$ cat src/design/vole_pkg.sv
package vole_pkg;

  // memory and register file sizes
  localparam int unsigned MEM_DEPTH = 256;
  localparam int unsigned MEM_AW    = $clog2(MEM_DEPTH);
  localparam int unsigned REG_COUNT = 16;
  localparam int unsigned REG_AW    = $clog2(REG_COUNT);

  // program counter and start address after reset
  localparam logic [7:0] START_RESET = 8'd10;

  // item kinds
  localparam logic [2:0] KIND_WRITE_MEM = 3'd0;
  localparam logic [2:0] KIND_READ_MEM  = 3'd1;
  localparam logic [2:0] KIND_READ_REG  = 3'd2;
  localparam logic [2:0] KIND_STEP      = 3'd3;
  localparam logic [2:0] KIND_RESTART   = 3'd4;

  // opcodes
  localparam logic [3:0] OP_BAD_0  = 4'h0;
  localparam logic [3:0] OP_LOAD   = 4'h1;
  localparam logic [3:0] OP_LOADI  = 4'h2;
  localparam logic [3:0] OP_STORE  = 4'h3;
  localparam logic [3:0] OP_MOVE   = 4'h4;
  localparam logic [3:0] OP_ADD    = 4'h5;
  localparam logic [3:0] OP_FADD   = 4'h6;
  localparam logic [3:0] OP_OR     = 4'h7;
  localparam logic [3:0] OP_AND    = 4'h8;
  localparam logic [3:0] OP_XOR    = 4'h9;
  localparam logic [3:0] OP_ROT    = 4'hA;
  localparam logic [3:0] OP_JEQ    = 4'hB;
  localparam logic [3:0] OP_HALT   = 4'hC;
  localparam logic [3:0] OP_JGT    = 4'hD;
  localparam logic [3:0] OP_BAD_E  = 4'hE;
  localparam logic [3:0] OP_BAD_F  = 4'hF;

  typedef struct packed {
    logic [2:0] kind;
    logic [7:0] address;
    logic [7:0] write_data;
  } in_item_t;

  typedef struct packed {
    logic [7:0]  read_data;
    logic [7:0]  program_counter;
    logic        halted;
    logic        fault;
    logic [15:0] instruction_word;
  } out_item_t;

  // controller to datapath
  typedef struct packed {
    logic clear;
    logic accept;
    logic fetch_lo;
    logic decode;
    logic exec;
    logic capture;
    logic load_out;
  } dp_cmd_t;

  // datapath to controller
  typedef struct packed {
    logic clear_done;
    logic halted;
  } dp_status_t;

  // true when a byte address maps to an existing memory cell
  function automatic logic mem_in_range(input logic [7:0] a);
    return {1'b0, a} < 9'(MEM_DEPTH);
  endfunction

endpackage

$ cat src/design/vole_ram.sv
module vole_ram #(
  parameter int unsigned WIDTH = 8,
  parameter int unsigned DEPTH = 256
) (
  input  logic                     clk,
  input  logic                     we,
  input  logic [$clog2(DEPTH)-1:0] waddr,
  input  logic [WIDTH-1:0]         wdata,
  input  logic [$clog2(DEPTH)-1:0] raddr,
  output logic [WIDTH-1:0]         rdata
);

  logic [WIDTH-1:0] mem [DEPTH];

  // one write port, one registered read port
  always_ff @(posedge clk) begin
    if (we) begin
      mem[waddr] <= wdata;
    end
    rdata <= mem[raddr];
  end

endmodule

$ cat src/design/vole_ctrl.sv
module vole_ctrl (
  input  logic                 clk,
  input  logic                 rst,
  input  logic                 in_valid,
  output logic                 in_ready,
  input  logic [2:0]           in_kind,
  output logic                 out_valid,
  input  logic                 out_ready,
  input  vole_pkg::dp_status_t status,
  output vole_pkg::dp_cmd_t    cmd
);

  typedef enum logic [2:0] {
    S_CLEAR,
    S_IDLE,
    S_FETCH_HI,
    S_FETCH_LO,
    S_EXEC,
    S_READ,
    S_OUTPUT
  } state_t;

  state_t state;
  logic   out_free;

  assign out_free = !out_valid || out_ready;
  assign in_ready = (state == S_IDLE);

  // commands decoded from state
  always_comb begin
    cmd          = '0;
    cmd.clear    = (state == S_CLEAR);
    cmd.accept   = (state == S_IDLE) && in_valid;
    cmd.fetch_lo = (state == S_FETCH_HI);
    cmd.decode   = (state == S_FETCH_LO);
    cmd.exec     = (state == S_EXEC);
    cmd.capture  = (state == S_READ);
    cmd.load_out = (state == S_OUTPUT) && out_free;
  end

  // sequencer and result valid
  always_ff @(posedge clk) begin
    if (rst) begin
      state     <= S_CLEAR;
      out_valid <= 1'b0;
    end else begin
      if (cmd.load_out) begin
        out_valid <= 1'b1;
      end else if (out_valid && out_ready) begin
        out_valid <= 1'b0;
      end
      case (state)
        S_CLEAR: begin
          if (status.clear_done) begin
            state <= S_IDLE;
          end
        end
        S_IDLE: begin
          if (in_valid) begin
            if (in_kind == vole_pkg::KIND_STEP && !status.halted) begin
              state <= S_FETCH_HI;
            end else if (in_kind inside {vole_pkg::KIND_READ_MEM,
                                         vole_pkg::KIND_READ_REG}) begin
              state <= S_READ;
            end else begin
              state <= S_OUTPUT;
            end
          end
        end
        S_FETCH_HI: state <= S_FETCH_LO;
        S_FETCH_LO: state <= S_EXEC;
        S_EXEC:     state <= S_OUTPUT;
        S_READ:     state <= S_OUTPUT;
        S_OUTPUT: begin
          if (out_free) begin
            state <= S_IDLE;
          end
        end
        default: state <= S_CLEAR;
      endcase
    end
  end

`ifndef ASSERT_OFF
  // one item at a time
  a_single_item: assert property (@(posedge clk) disable iff (rst)
    cmd.accept |=> !in_ready)
    else $error("item accepted while another is in flight");

  // a result appears only from the output state
  a_out_source: assert property (@(posedge clk) disable iff (rst)
    $rose(out_valid) |-> $past(state) == S_OUTPUT)
    else $error("result valid raised outside the output state");

  // nothing moves during the memory clear
  a_clear_quiet: assert property (@(posedge clk) disable iff (rst)
    cmd.clear |-> !in_ready && !out_valid)
    else $error("handshake active during memory clear");
`endif

endmodule

$ cat src/design/vole_datapath.sv
module vole_datapath (
  input  logic                 clk,
  input  logic                 rst,
  input  vole_pkg::dp_cmd_t    cmd,
  output vole_pkg::dp_status_t status,
  input  vole_pkg::in_item_t   in_item,
  output vole_pkg::out_item_t  out_item,
  input  logic                 cfg_we,
  input  logic [7:0]           cfg_wdata
);

  // architectural state
  logic [7:0]  start_address;
  logic [7:0]  pc;
  logic        halted;
  logic        fault;
  logic [15:0] ir;
  logic [7:0]  ir_hi;
  logic [2:0]  kind;
  logic [7:0]  read_data;
  logic [vole_pkg::MEM_AW-1:0] clr_addr;
  logic [vole_pkg::REG_COUNT-1:0] rf_valid;

  // memory port signals
  logic                        mem_we;
  logic [7:0]                  mem_waddr;
  logic [7:0]                  mem_wdata;
  logic [7:0]                  mem_raddr;
  logic [7:0]                  mem_rdata;
  logic                        mem_rd_ok;
  logic [7:0]                  mem_q;
  logic [vole_pkg::MEM_AW-1:0] ram_waddr;

  // register file port signals
  logic                        rf_we;
  logic [vole_pkg::REG_AW-1:0] rf_waddr;
  logic [7:0]                  rf_wdata;
  logic [vole_pkg::REG_AW-1:0] rf_raddr_a;
  logic [vole_pkg::REG_AW-1:0] rf_raddr_b;
  logic [7:0]                  rf_rdata_a;
  logic [7:0]                  rf_rdata_b;
  logic                        rf_ok_a;
  logic                        rf_ok_b;
  logic [7:0]                  ra;
  logic [7:0]                  rb;

  // decode of the executing instruction
  logic [3:0] op;
  logic [3:0] r_idx;
  logic [3:0] s_idx;
  logic [3:0] t_idx;
  logic [7:0] xy;
  logic [3:0] dec_op;
  logic [7:0] pc_next;
  logic [7:0] alu_out;
  logic [2:0] rot_k;

  assign op    = ir[15:12];
  assign r_idx = ir[11:8];
  assign s_idx = ir[7:4];
  assign t_idx = ir[3:0];
  assign xy    = ir[7:0];
  assign rot_k = t_idx[2:0];

  assign mem_q  = mem_rd_ok ? mem_rdata : 8'd0;
  assign ra     = rf_ok_a ? rf_rdata_a : 8'd0;
  assign rb     = rf_ok_b ? rf_rdata_b : 8'd0;
  assign dec_op = ir_hi[7:4];

  assign status.clear_done = (clr_addr == vole_pkg::MEM_AW'(vole_pkg::MEM_DEPTH - 1));
  assign status.halted     = halted;

  // exponent and mantissa add
  function automatic logic [7:0] float_add(input logic [7:0] a, input logic [7:0] b);
    logic [3:0] ea;
    logic [3:0] eb;
    logic [3:0] ma;
    logic [3:0] mb;
    logic [3:0] e;
    logic [4:0] m;
    ea = a[7:4];
    eb = b[7:4];
    ma = a[3:0];
    mb = b[3:0];
    if (ea > eb) begin
      mb = mb >> (ea - eb);
      e  = ea;
    end else begin
      ma = ma >> (eb - ea);
      e  = eb;
    end
    m = {1'b0, ma} + {1'b0, mb};
    if (m[4]) begin
      m = m >> 1;
      e = e + 4'd1;
    end
    return {e, m[3:0]};
  endfunction

  // program memory write port: clear pass, item write, store
  always_comb begin
    mem_we    = 1'b0;
    mem_waddr = 8'd0;
    mem_wdata = 8'd0;
    if (cmd.clear) begin
      mem_we    = 1'b1;
      mem_waddr = 8'(clr_addr);
    end else if (cmd.accept && in_item.kind == vole_pkg::KIND_WRITE_MEM) begin
      mem_we    = vole_pkg::mem_in_range(in_item.address);
      mem_waddr = in_item.address;
      mem_wdata = in_item.write_data;
    end else if (cmd.exec && op == vole_pkg::OP_STORE) begin
      mem_we    = vole_pkg::mem_in_range(xy);
      mem_waddr = xy;
      mem_wdata = ra;
    end
  end

  assign ram_waddr = mem_waddr[vole_pkg::MEM_AW-1:0];

  // program memory read address
  always_comb begin
    mem_raddr = pc;
    if (cmd.accept) begin
      mem_raddr = (in_item.kind == vole_pkg::KIND_STEP) ? pc : in_item.address;
    end else if (cmd.fetch_lo) begin
      mem_raddr = pc + 8'd1;
    end else if (cmd.decode) begin
      mem_raddr = mem_q;
    end
  end

  vole_ram #(
    .WIDTH (8),
    .DEPTH (vole_pkg::MEM_DEPTH)
  ) u_mem (
    .clk   (clk),
    .we    (mem_we),
    .waddr (ram_waddr),
    .wdata (mem_wdata),
    .raddr (mem_raddr[vole_pkg::MEM_AW-1:0]),
    .rdata (mem_rdata)
  );

  // register file read addresses: the item address on accept, else operands picked from the fetched bytes
  always_comb begin
    rf_raddr_a = '0;
    rf_raddr_b = '0;
    if (cmd.accept) begin
      rf_raddr_a = in_item.address[vole_pkg::REG_AW-1:0];
    end else if (cmd.decode) begin
      if (dec_op inside {vole_pkg::OP_MOVE, vole_pkg::OP_ADD, vole_pkg::OP_FADD,
                         vole_pkg::OP_OR, vole_pkg::OP_AND, vole_pkg::OP_XOR}) begin
        rf_raddr_a = mem_q[7:4];
      end else begin
        rf_raddr_a = ir_hi[3:0];
      end
      if (dec_op inside {vole_pkg::OP_ADD, vole_pkg::OP_FADD,
                         vole_pkg::OP_OR, vole_pkg::OP_AND, vole_pkg::OP_XOR}) begin
        rf_raddr_b = mem_q[3:0];
      end
    end
  end

  // execute: register write-back, next program counter
  always_comb begin
    alu_out  = 8'd0;
    rf_we    = 1'b0;
    rf_waddr = r_idx;
    pc_next  = pc + 8'd2;
    case (op)
      vole_pkg::OP_LOAD:  begin rf_we = 1'b1; alu_out = mem_q; end
      vole_pkg::OP_LOADI: begin rf_we = 1'b1; alu_out = xy; end
      vole_pkg::OP_STORE: ;
      vole_pkg::OP_MOVE:  begin rf_we = 1'b1; rf_waddr = t_idx; alu_out = ra; end
      vole_pkg::OP_ADD:   begin rf_we = 1'b1; alu_out = ra + rb; end
      vole_pkg::OP_FADD:  begin rf_we = 1'b1; alu_out = float_add(ra, rb); end
      vole_pkg::OP_OR:    begin rf_we = 1'b1; alu_out = ra | rb; end
      vole_pkg::OP_AND:   begin rf_we = 1'b1; alu_out = ra & rb; end
      vole_pkg::OP_XOR:   begin rf_we = 1'b1; alu_out = ra ^ rb; end
      vole_pkg::OP_ROT: begin
        rf_we   = 1'b1;
        alu_out = 8'(({ra, ra} >> rot_k));
      end
      vole_pkg::OP_JEQ: begin
        if (ra == rb) begin
          pc_next = xy;
        end
      end
      vole_pkg::OP_HALT: pc_next = pc;
      vole_pkg::OP_JGT: begin
        if ($signed(ra) > $signed(rb)) begin
          pc_next = xy;
        end
      end
      default: ;
    endcase
    rf_we    = rf_we && cmd.exec;
    rf_wdata = alu_out;
  end

  // two copies of the register file give two read ports
  vole_ram #(
    .WIDTH (8),
    .DEPTH (vole_pkg::REG_COUNT)
  ) u_rf_a (
    .clk   (clk),
    .we    (rf_we),
    .waddr (rf_waddr),
    .wdata (rf_wdata),
    .raddr (rf_raddr_a),
    .rdata (rf_rdata_a)
  );

  vole_ram #(
    .WIDTH (8),
    .DEPTH (vole_pkg::REG_COUNT)
  ) u_rf_b (
    .clk   (clk),
    .we    (rf_we),
    .waddr (rf_waddr),
    .wdata (rf_wdata),
    .raddr (rf_raddr_b),
    .rdata (rf_rdata_b)
  );

  // read-side tags that travel with the registered read data
  always_ff @(posedge clk) begin
    mem_rd_ok <= vole_pkg::mem_in_range(mem_raddr);
    rf_ok_a   <= rf_valid[rf_raddr_a];
    rf_ok_b   <= rf_valid[rf_raddr_b];
  end

  // control state and architectural registers
  always_ff @(posedge clk) begin
    if (rst) begin
      start_address <= vole_pkg::START_RESET;
      pc            <= vole_pkg::START_RESET;
      halted        <= 1'b0;
      fault         <= 1'b0;
      ir            <= 16'd0;
      clr_addr      <= '0;
      rf_valid      <= '0;
    end else begin
      if (cfg_we) begin
        start_address <= cfg_wdata;
      end
      if (cmd.clear) begin
        clr_addr <= clr_addr + 1'b1;
      end
      if (rf_we) begin
        rf_valid[rf_waddr] <= 1'b1;
      end
      if (cmd.accept && in_item.kind == vole_pkg::KIND_RESTART) begin
        pc     <= start_address;
        halted <= 1'b0;
        fault  <= 1'b0;
      end
      if (cmd.decode) begin
        ir <= {ir_hi, mem_q};
      end
      if (cmd.exec) begin
        pc <= pc_next;
        if (op == vole_pkg::OP_HALT) begin
          halted <= 1'b1;
        end else if (op inside {vole_pkg::OP_BAD_0, vole_pkg::OP_BAD_E,
                                vole_pkg::OP_BAD_F}) begin
          halted <= 1'b1;
          fault  <= 1'b1;
        end
      end
    end
  end

  // item payload, fetched high byte and read result
  always_ff @(posedge clk) begin
    if (cmd.accept) begin
      kind      <= in_item.kind;
      read_data <= 8'd0;
    end
    if (cmd.fetch_lo) begin
      ir_hi <= mem_q;
    end
    if (cmd.capture) begin
      read_data <= (kind == vole_pkg::KIND_READ_MEM) ? mem_q : ra;
    end
    if (cmd.load_out) begin
      out_item.read_data        <= read_data;
      out_item.program_counter  <= pc;
      out_item.halted           <= halted;
      out_item.fault            <= fault;
      out_item.instruction_word <= ir;
    end
  end

`ifndef ASSERT_OFF
  // a fault always stops execution
  a_fault_halts: assert property (@(posedge clk) disable iff (rst)
    fault |-> halted)
    else $error("fault set without halt");

  // the program counter moves only on restart or execute
  a_pc_hold: assert property (@(posedge clk) disable iff (rst)
    (!cmd.exec && !cmd.accept) |=> $stable(pc))
    else $error("program counter changed without a command");

  // a halted cpu never executes
  a_no_exec_halted: assert property (@(posedge clk) disable iff (rst)
    cmd.exec |-> !halted)
    else $error("instruction executed while halted");
`endif

endmodule

$ cat src/design/vole_cpu_instruction_step_core.sv
// Eight-bit teaching CPU with sixteen registers and a byte memory. Each input item
// writes or reads a memory byte, reads a register, restarts at start_address, or
// executes one two-byte instruction, and yields one result item with the read byte,
// the program counter, the halt and fault flags and the last fetched instruction.
// A step item on a running CPU runs from acceptance to the next acceptance in order:
// the single read port of the program memory returns the high byte, then the low byte,
// then the data byte while the instruction executes, then a result state and an idle
// state. Read items pass through a read state; writes, restarts, unused kinds and steps
// while halted go straight to the result state, which waits while the output stalls.
// After reset the block zeroes the program memory, one byte a cycle for all MEM_DEPTH (256)
// bytes, before it takes its first item; start_address may be written at any idle time.
module vole_cpu_instruction_step_core (
  input  logic                clk,
  input  logic                rst,
  input  logic                in_valid,
  output logic                in_ready,
  input  vole_pkg::in_item_t  in_item,
  output logic                out_valid,
  input  logic                out_ready,
  output vole_pkg::out_item_t out_item,
  input  logic                cfg_we,
  input  logic [7:0]          cfg_wdata
);

  vole_pkg::dp_cmd_t    cmd;
  vole_pkg::dp_status_t status;

  vole_ctrl u_ctrl (
    .clk       (clk),
    .rst       (rst),
    .in_valid  (in_valid),
    .in_ready  (in_ready),
    .in_kind   (in_item.kind),
    .out_valid (out_valid),
    .out_ready (out_ready),
    .status    (status),
    .cmd       (cmd)
  );

  vole_datapath u_datapath (
    .clk       (clk),
    .rst       (rst),
    .cmd       (cmd),
    .status    (status),
    .in_item   (in_item),
    .out_item  (out_item),
    .cfg_we    (cfg_we),
    .cfg_wdata (cfg_wdata)
  );

endmodule
$ cat config.mk
export PLATFORM = sky130hd
export DESIGN_NAME = vole_cpu_instruction_step_core
export DESIGN_NICKNAME = d
export VERILOG_FILES = /design/src/design/vole_pkg.sv /design/src/design/vole_ram.sv /design/src/design/vole_ctrl.sv /design/src/design/vole_datapath.sv /design/src/design/vole_cpu_instruction_step_core.sv
export SDC_FILE = /design/constraint.sdc
export NUM_CORES = 2
export LEC_CHECK = 0
export BUFFER_PORTS_ARGS = -buffer_cell sky130_fd_sc_hd__buf_2
export CAP_MARGIN = 15
export CORE_MARGIN = 5
export CORE_UTILIZATION = 50
export DETAILED_ROUTE_END_ITERATION = 10
export PLACE_DENSITY_LB_ADDON = 0.1
export REMOVE_ABC_BUFFERS = 1
export SETUP_SLACK_MARGIN = 0.3
export SYNTH_ARGS = -nofsm -noshare
export SYNTH_HDL_FRONTEND = slang
export SYNTH_SLANG_ARGS = --single-unit
$ cat constraint.sdc
create_clock -name clk -period 16.8 [get_ports clk]
set_input_delay 0.84 -clock clk [delete_from_list [all_inputs] [get_ports clk]]
set_output_delay 0.84 -clock clk [all_outputs]
set_load 0.02 [all_outputs]
* After elaboration in Yosys (flattened, before gate mapping)
Memory sizes are Yosys's and may differ from the RTL's. A register that Yosys moved wholly into a read port is not among the register bits.
Index checks and enable logic that the tools add are counted.
** Operators by class
- Add/sub/neg operators :: 8
- $mul :: 0
- Divide/modulo/power cells :: 0
- Order comparisons :: 6
- Equality and inequality tests :: 38
- Shift-type cells :: 3
- Multiplexer cells :: 66
- Bitwise operators :: 4
- Reduce and logical (&&, ||, !) cells :: 26
** Operators by type and width (count)
- $mux W8 :: 19
- $pmux W8 S9 :: 1
- $mux W4 :: 15
- $eq A4 B4 Y1 const B :: 10
- $eq A4 B3 Y1 const B :: 8
- $pmux W8 S3 :: 1
- $mux W1 :: 21
- $pmux W3 S6 :: 1
- $add A8 B1 Y8 const B :: 2
- $or A16 B16 Y16 :: 1
- $shr A16 B3 Y8 :: 1
- $lt A4 B5 Y1 const B :: 3
- $eq A3 B2 Y1 const B :: 4
- $eq A3 B3 Y1 const B :: 4
- $mux W3 :: 4
- $eq A3 B1 Y1 const B :: 3
- $logic_and A1 B1 Y1 :: 9
- $reduce_or A9 Y1 :: 1
- $add A8 B2 Y8 const B :: 1
- $add A8 B8 Y8 :: 1
- $and A8 B8 Y8 :: 1
- $bmux W1 S4 :: 2
- $eq A4 B2 Y1 const B :: 2
- $eq A8 B8 Y1 :: 1
- 26 further kinds :: 35
** Storage, ports and cells
- Register bits after elaboration :: 117
- Latch bits :: 0
- Bits in writable memories :: 2304
- Bits in read-only memories :: 0
- Bits of input ports :: 32
- Output and inout port bits :: 36
- Word-level logic and storage cells :: 173
- Memories :: 3
** Memory list
- u_datapath.u_mem.mem :: words 256, width 8, read ports 1, clocked after Yosys merged registers in 1, wr ports 1, line vole_ram.sv:13 : logic [WIDTH-1:0] mem [DEPTH];
- u_datapath.u_rf_a.mem :: words 16, width 8, read ports 1, clocked after Yosys merged registers in 1, wr ports 1, line vole_ram.sv:13
- u_datapath.u_rf_b.mem :: words 16, width 8, read ports 1, clocked after Yosys merged registers in 1, wr ports 1, line vole_ram.sv:13

* Logic depth before layout (Yosys ltp)
- Word-level depth :: 8
- Mapped depth :: 21
- Gate-level depth less buffers :: 19

* Hierarchy
Synthesis repeated with hierarchy kept, for this count alone.
** Unflattened totals
- Cell total of the unflattened synthesis :: 5120
- Area total of the unflattened synthesis :: 97915.2 um^2
** By module, submodules not included
- vole_ram at u_datapath.u_mem :: instances 1, cells each 3733, area each 79556.3 um^2, seq. area each 61659.1 um^2
- vole_ram at u_datapath.u_rf_a ... :: instances 2, cells each 229, area each 5147.4 um^2, seq. area each 4003.8 um^2
- vole_datapath :: instances 1, cells each 889, area each 7763.7 um^2, seq. area each 2792.7 um^2
- vole_ctrl :: instances 1, cells each 40, area each 300.3 um^2, seq. area each 80.1 um^2

* Worst setup path after synthesis
Ideal clock, no wire load.
- Path kind :: reg-to-reg
- Start :: register u_datapath.ir[12]
- End :: memory u_datapath.u_mem.mem[0][5], data pin
- Library setup time :: 2191 ps
- Data arrival time :: 11374 ps
- Required time :: 14609 ps
- Path slack :: 3235 ps
- Stages on the path, launching flop included :: 6
- Buffers on the path :: 3
- Period minus slack after synthesis :: 13565 ps
- Cell sequence :: dfxtp_1 clkbuf_1 clkbuf_1 buf_1 nand4_1 o21ai_0
** Between the ends
- Cells in the longest elaborated chain, start to end :: 5
** RTL lines
- start: declaration :: line vole_datapath.sv:17 : logic [15:0] ir;
- start signal: assignment :: line vole_datapath.sv:260 : ir <= {ir_hi, mem_q};
- $eq A4 B2 Y1 :: line vole_datapath.sv:112 : end else if (cmd.exec && op == vole_pkg::OP_STORE) begin
- $logic_and A1 B1 Y1 :: line vole_datapath.sv:112
- $mux W8 :: line vole_datapath.sv:112
- $mux W8 :: line vole_datapath.sv:108 : end else if (cmd.accept && in_item.kind == vole_pkg::KIND_WRITE_MEM) begin
- $mux W8 :: line vole_datapath.sv:105 : if (cmd.clear) begin
- named net u_datapath.mem_wdata[5] :: line vole_datapath.sv:27 : logic [7:0] mem_wdata;
- end: declaration :: line vole_ram.sv:13
The timed path passes the listed nets, and every way through them passes these cells.

* Worst setup path in the final report
- Start :: register u_ctrl.state[0]
- End :: register u_datapath.u_mem.rdata[2], read port of u_datapath.u_mem.mem
** Between the ends
- Cells in the longest elaborated chain, start to end :: 4
- Elaborated cells between the ends (all ways) :: 7
- Classes of those cells :: 3 x eq/ne; 3 x mux; 1 x reduce/logical
** RTL lines
- start: declaration :: line vole_ctrl.sv:23 : state_t state;
- start signal: assignment :: line vole_ctrl.sv:44 : state <= S_CLEAR;
- start signal: assignment :: line vole_ctrl.sv:55 : state <= S_IDLE;
- start signal: assignment :: line vole_ctrl.sv:61 : state <= S_FETCH_HI;
- $eq A3 B2 Y1 :: line vole_ctrl.sv:35 : cmd.decode = (state == S_FETCH_LO);
- $mux W8 :: line vole_datapath.sv:128 : end else if (cmd.decode) begin
- $mux W8 :: line vole_datapath.sv:126 : end else if (cmd.fetch_lo) begin
- $mux W8 * :: line vole_datapath.sv:124 : if (cmd.accept) begin
- end: declaration :: line vole_ram.sv:10 : output logic [WIDTH-1:0] rdata
Every way passes the cells marked *; elsewhere a longest branch is shown, timed or not.
A chain may end at the register's enable or synchronous reset.

==> metrics.md <==
| Metric | Value |
|---|---|
| 1st-iter DRT viols | `8,054` |
| Crit path to | `u_datapath.u_mem.rdata[2]$_DFF_P_` |
| CP Capture Type | `register` |
| Post-synth top area cell | `edfxtp_1` |
| Max Slew Vio Count | `0` |
| GRT Total Usage | `29.45%` |
| Bufs and invs on worst path | `4` |
| HP Class | `input pin to register` |
| Synth Area per Inst | `13.26 sq um` |
| First-pass GRT wire length | `428,900 um` |
| Clock Latency Late Sink | `0.89 ns` |
| Fraction of layout cells with a size suffix above 1 | `9.170%` |
| Initial antenna violation count | `9` |
| CTS buffer count | `234` |
| Clk root buf | `clkbuf_16` |
| CTS clk-pin slew, worst paths | `0.06 ns` |
| Main synth FF type | `edfxtp_1` |
| Power Density | `107.7 nW/um^2` |
| CTS tree | `yes` |
| Final hold vios | `0` |
| Reg-to-reg endpoint | `u_datapath.u_mem.rdata[2]$_DFF_P_` |
| Status | `finished, final reports clean` |
| Slew @ Worst Pin | `1.216 ns` |
| CP arrival | `7.88 ns` |
| Clock sinks | `2,317` |
| Crit-path max FO | `131` |
| Reg2reg start | `u_ctrl.state[0]$_SDFFE_PP0P_` |
| PortBufs | `67` |
| Vias after detailed routing | `62,791` |
| Leak | `0.03327 uW` |
| R2R Setup Slk | `9.70 ns` |
| Total global routing overflow | `0` |
| Post-synth EDFFs | `2,229` |
| Cell-internal power | `9126 uW` |
| Yosys top cell area share | `69.75%` |
| Fin util | `55.67%` |
| CP Cell Sequence | `nand4bb_1 -> buf_4 -> inv_2 -> nand2_4 -> nand2_8 -> buf_12 -> buf_4 -> mux2i_1 -> a2111oi_0 -> a221oi_1 -> o22ai_1 -> nor4_1 -> nor4_1` |
| Setup bufs post-CTS | `0` |
| Post-synth top cells | `edfxtp_1 (2,229), nand2_1 (1,404), nand3_1 (709)` |
| Maximum clock rate | `140.9 MHz` |
| P&R area growth vs syn | `10.57%` |
| Wire per inst | `30.44 um` |
| Drt via density | `6.348` |
| P_sw | `2295 uW` |
| Largest net degree at the start of global routing | `232` |
| Post-DP HPWL | `170,400 um` |
| Switching Share | `20.10%` |
| Max-cap violations | `0` |
| Number of stages on the worst setup path | `13` |
| Vias in the first global route | `58,907` |
| Pwr Total | `11,420 uW` |
| Synth top area cells | `edfxtp_1 (70%), nand2_1 (5.5%), nand3_1 (3.7%)` |
| Clock Skew | `0.04823 ns` |
| Clock share of power | `44.8%` |
| Seq pwr share | `54.7%` |
| Unique masters post-synth | `91` |
| Syn Inst Count | `7,236` |
| Slowest Stage Delay on Critical Path | `0.83 ns` |
| Mapped Area | `95,960 sq um` |
| Antenna Nets Post-Route | `0` |
| Final GP Congestion | `0.8643` |
| Worst setup path start | `u_ctrl.state[0]$_SDFFE_PP0P_` |
| Required @ worst endpoint | `17.59 ns` |
| Die area | `200,800 sq um` |
| 1st-pass router iterations | `8` |
| Core Area | `190,600 sq um` |
| Sequential fraction of the synthesis area | `71.59%` |
| R2R depth | `13` |
| Synthesis Warnings | `0` |
| Gate power share | `0.5%` |
| Gates resized, CTS repair | `0` |
| Post-route clock period utilization | `42.24%` |
| Final setup violation count | `0` |
| FP Rows | `160` |
| H-tree Lvls | `4` |
| Unrepaired setup endpoints after global routing | `no` |
| Critical path class | `register to register` |
| CP top delay family | `buffers and inverters` |
| Setup tns final | `0 ns` |
| Max IR drop VDD | `0.00008637 V` |
| Clock buffer depth | `3` |
| Hold-fix buffers at CTS | `0` |
| Top-count cell post-synth | `edfxtp_1` |
| DRC | `0` |
| Worst setup SP type | `register` |
| Fillers | `15,452` |
| Total Wirelength | `301,000 um` |
| I/O Pins | `68` |
| Crit-path slowest cell | `dfxtp_1` |
| Asr flop ratio synth | `0%` |
| Final nets | `7,246` |
| Overall die height | `448.1 um` |
| Initial core utilization | `50.35%` |
| Post-layout min period | `7.096 ns` |
| DIE WIDTH | `448.1 um` |
| Slew HR | `18.61%` |
| Flops & latches, synth | `2,317` |
-- power by group through the flow --
stage	Clock, uW	Sequential, uW	Combinational [uW]
after global routing	5410	6240	56.7
after floorplan	0	6370	18.6
after detailed placement	0	6370	54.7
final	5120	6250	56.1
after CTS	5170	6250	54.8
after global placement	0	6370	54.5
-- cells in the final DEF, fill, tap and decap left out, types with 18 or more instances in the layout --
| cell type | Yosys | routed |
|---|---|---|
| a2111oi_0 | 25 | 25 |
| a211oi_1 | 113 | 113 |
| a21oi_1 | 223 | 220 |
| a221oi_1 | 37 | 37 |
| a222oi_1 | 42 | 42 |
| a311oi_1 | 23 | 23 |
| a31o_2 | 27 | 27 |
| a31oi_1 | 156 | 156 |
| a32oi_1 | 81 | 81 |
| and2_1 | 51 | 50 |
| and3_1 | 62 | 62 |
| buf_2 | 238 | 67 |
| buf_4 | 71 | 136 |
| bufinv_16 | 0 | 19 |
| clkbuf_1 | 182 | 52 |
| clkbuf_16 | 0 | 234 |
| clkinv_1 | 0 | 59 |
| clkinv_2 | 0 | 41 |
| dfxtp_1 | 88 | 88 |
| edfxtp_1 | 2229 | 2229 |
| ha_1 | 36 | 36 |
| inv_1 | 29 | 29 |
| mux2i_1 | 307 | 307 |
| nand2_1 | 1404 | 1388 |
| nand3_1 | 709 | 709 |
| nand4_1 | 59 | 59 |
| nor2_1 | 426 | 421 |
| nor3_1 | 19 | 18 |
| nor4_1 | 43 | 34 |
| o211ai_1 | 125 | 125 |
| o21ai_0 | 126 | 116 |
| o221ai_1 | 30 | 30 |
| o22ai_1 | 31 | 30 |
-- registers in the layout (all words and copies together), names as in the netlist --
register	flops
u_ctrl.out_valid	1
u_ctrl.state	3
u_datapath.clr_addr	8
u_datapath.fault	1
u_datapath.halted	1
u_datapath.ir	16
u_datapath.ir_hi	8
u_datapath.kind	3
u_datapath.out_item	34
u_datapath.pc	8
u_datapath.read_data	8
u_datapath.rf_ok_a	1
u_datapath.rf_ok_b	1
u_datapath.rf_valid	16
u_datapath.start_address	8
u_datapath.u_mem.mem	2048
u_datapath.u_mem.rdata	8
u_datapath.u_rf_a.mem	128
u_datapath.u_rf_a.rdata	8
u_datapath.u_rf_b.rdata	8
-- cell families (layout without fill, tap and decap cells) --
group | after synthesis | count (layout) | synth area share, %
mux | 330 | 330 | 3.686
compound gates | 1129 | 1129 | 8.212
fa+ha+maj | 40 | 40 | 0.5528
buf+inv | 551 | 687 | 2.822
xor+xnor | 22 | 22 | 0.2008
simple gates | 2847 | 2847 | 12.94
other cells | 0 | 8 | 0
flops | 2317 | 2317 | 71.59
-- worst min path at each step --
stage                     cells past startpoint  slack (ns)                                  start                                  endpoint
final                                         2        0.19                           cfg_wdata[3]  u_datapath.start_address[3]$_SDFFE_PP1P_
after global routing                          2        0.15                           cfg_wdata[3]  u_datapath.start_address[3]$_SDFFE_PP1P_
after CTS                                     2        0.12                           cfg_wdata[3]  u_datapath.start_address[3]$_SDFFE_PP1P_
after detailed placement                      0        0.41  u_datapath.read_data[2]$_SDFFCE_PN0P_         u_datapath.out_item[28]$_DFFE_PP_
after global placement                        0        0.41  u_datapath.read_data[2]$_SDFFCE_PN0P_         u_datapath.out_item[28]$_DFFE_PP_
after floorplan                               0        0.40  u_datapath.read_data[0]$_SDFFCE_PN0P_         u_datapath.out_item[26]$_DFFE_PP_
-- through the flow --
stage / cells / hold slack (ns) / instance area, sq um / setup WS [ns]
CTS: 9878 / 0.1225 / 106000 / 9.838
floorplan: 6715 / 0.4003 / 93360 / 3.035
global route: 9888 / 0.1533 / 106100 / 9.523
finish: 9891 / 0.1862 / 106100 / 9.704
detailed placement: 9444 / 0.4081 / 98550 / 9.726
global placement: 9441 / 0.4105 / 98510 / 9.508
-- final cells by class --
| cell class | count | area (sq um) | share of cell area, % |
|---|---|---|---|
| inverters | 30 | 112.6 | 0.1061 |
| flip-flops and latches | 2317 | 68700 | 64.75 |
| well taps | 2511 | 3142 | 2.961 |
| clock buffers | 291 | 6120 | 5.768 |
| multi-input cells | 4368 | 24920 | 23.49 |
| clock inverters | 143 | 1356 | 1.278 |
| repair buffers | 223 | 1730 | 1.631 |
| diodes | 8 | 20.02 | 0.01887 |
-- routing by layer --
metal / wire [um] / GRT usage [%] / share of wire (%)
met1: 120700 / 40.91 / 40
met2: 139500 / 46.28 / 46
met3: 28140 / 5.855 / 9.3
met4: 12680 / 11.36 / 4.2
met5: 31 / 0 / 0.010
-- worst reg2reg max path: stages (launching register included) --
cell	delay [ns]
dfxtp_1	0.83
nand4bb_1	0.17
buf_4	0.27
inv_2	0.49
nand2_4	0.45
nand2_8	0.71
buf_12	0.60
buf_4	0.91
mux2i_1	0.23
a2111oi_0	0.81
a221oi_1	0.24
o22ai_1	0.69
nor4_1	0.26
nor4_1	0.33
Note: power is estimated with default switching activity, not from simulation.
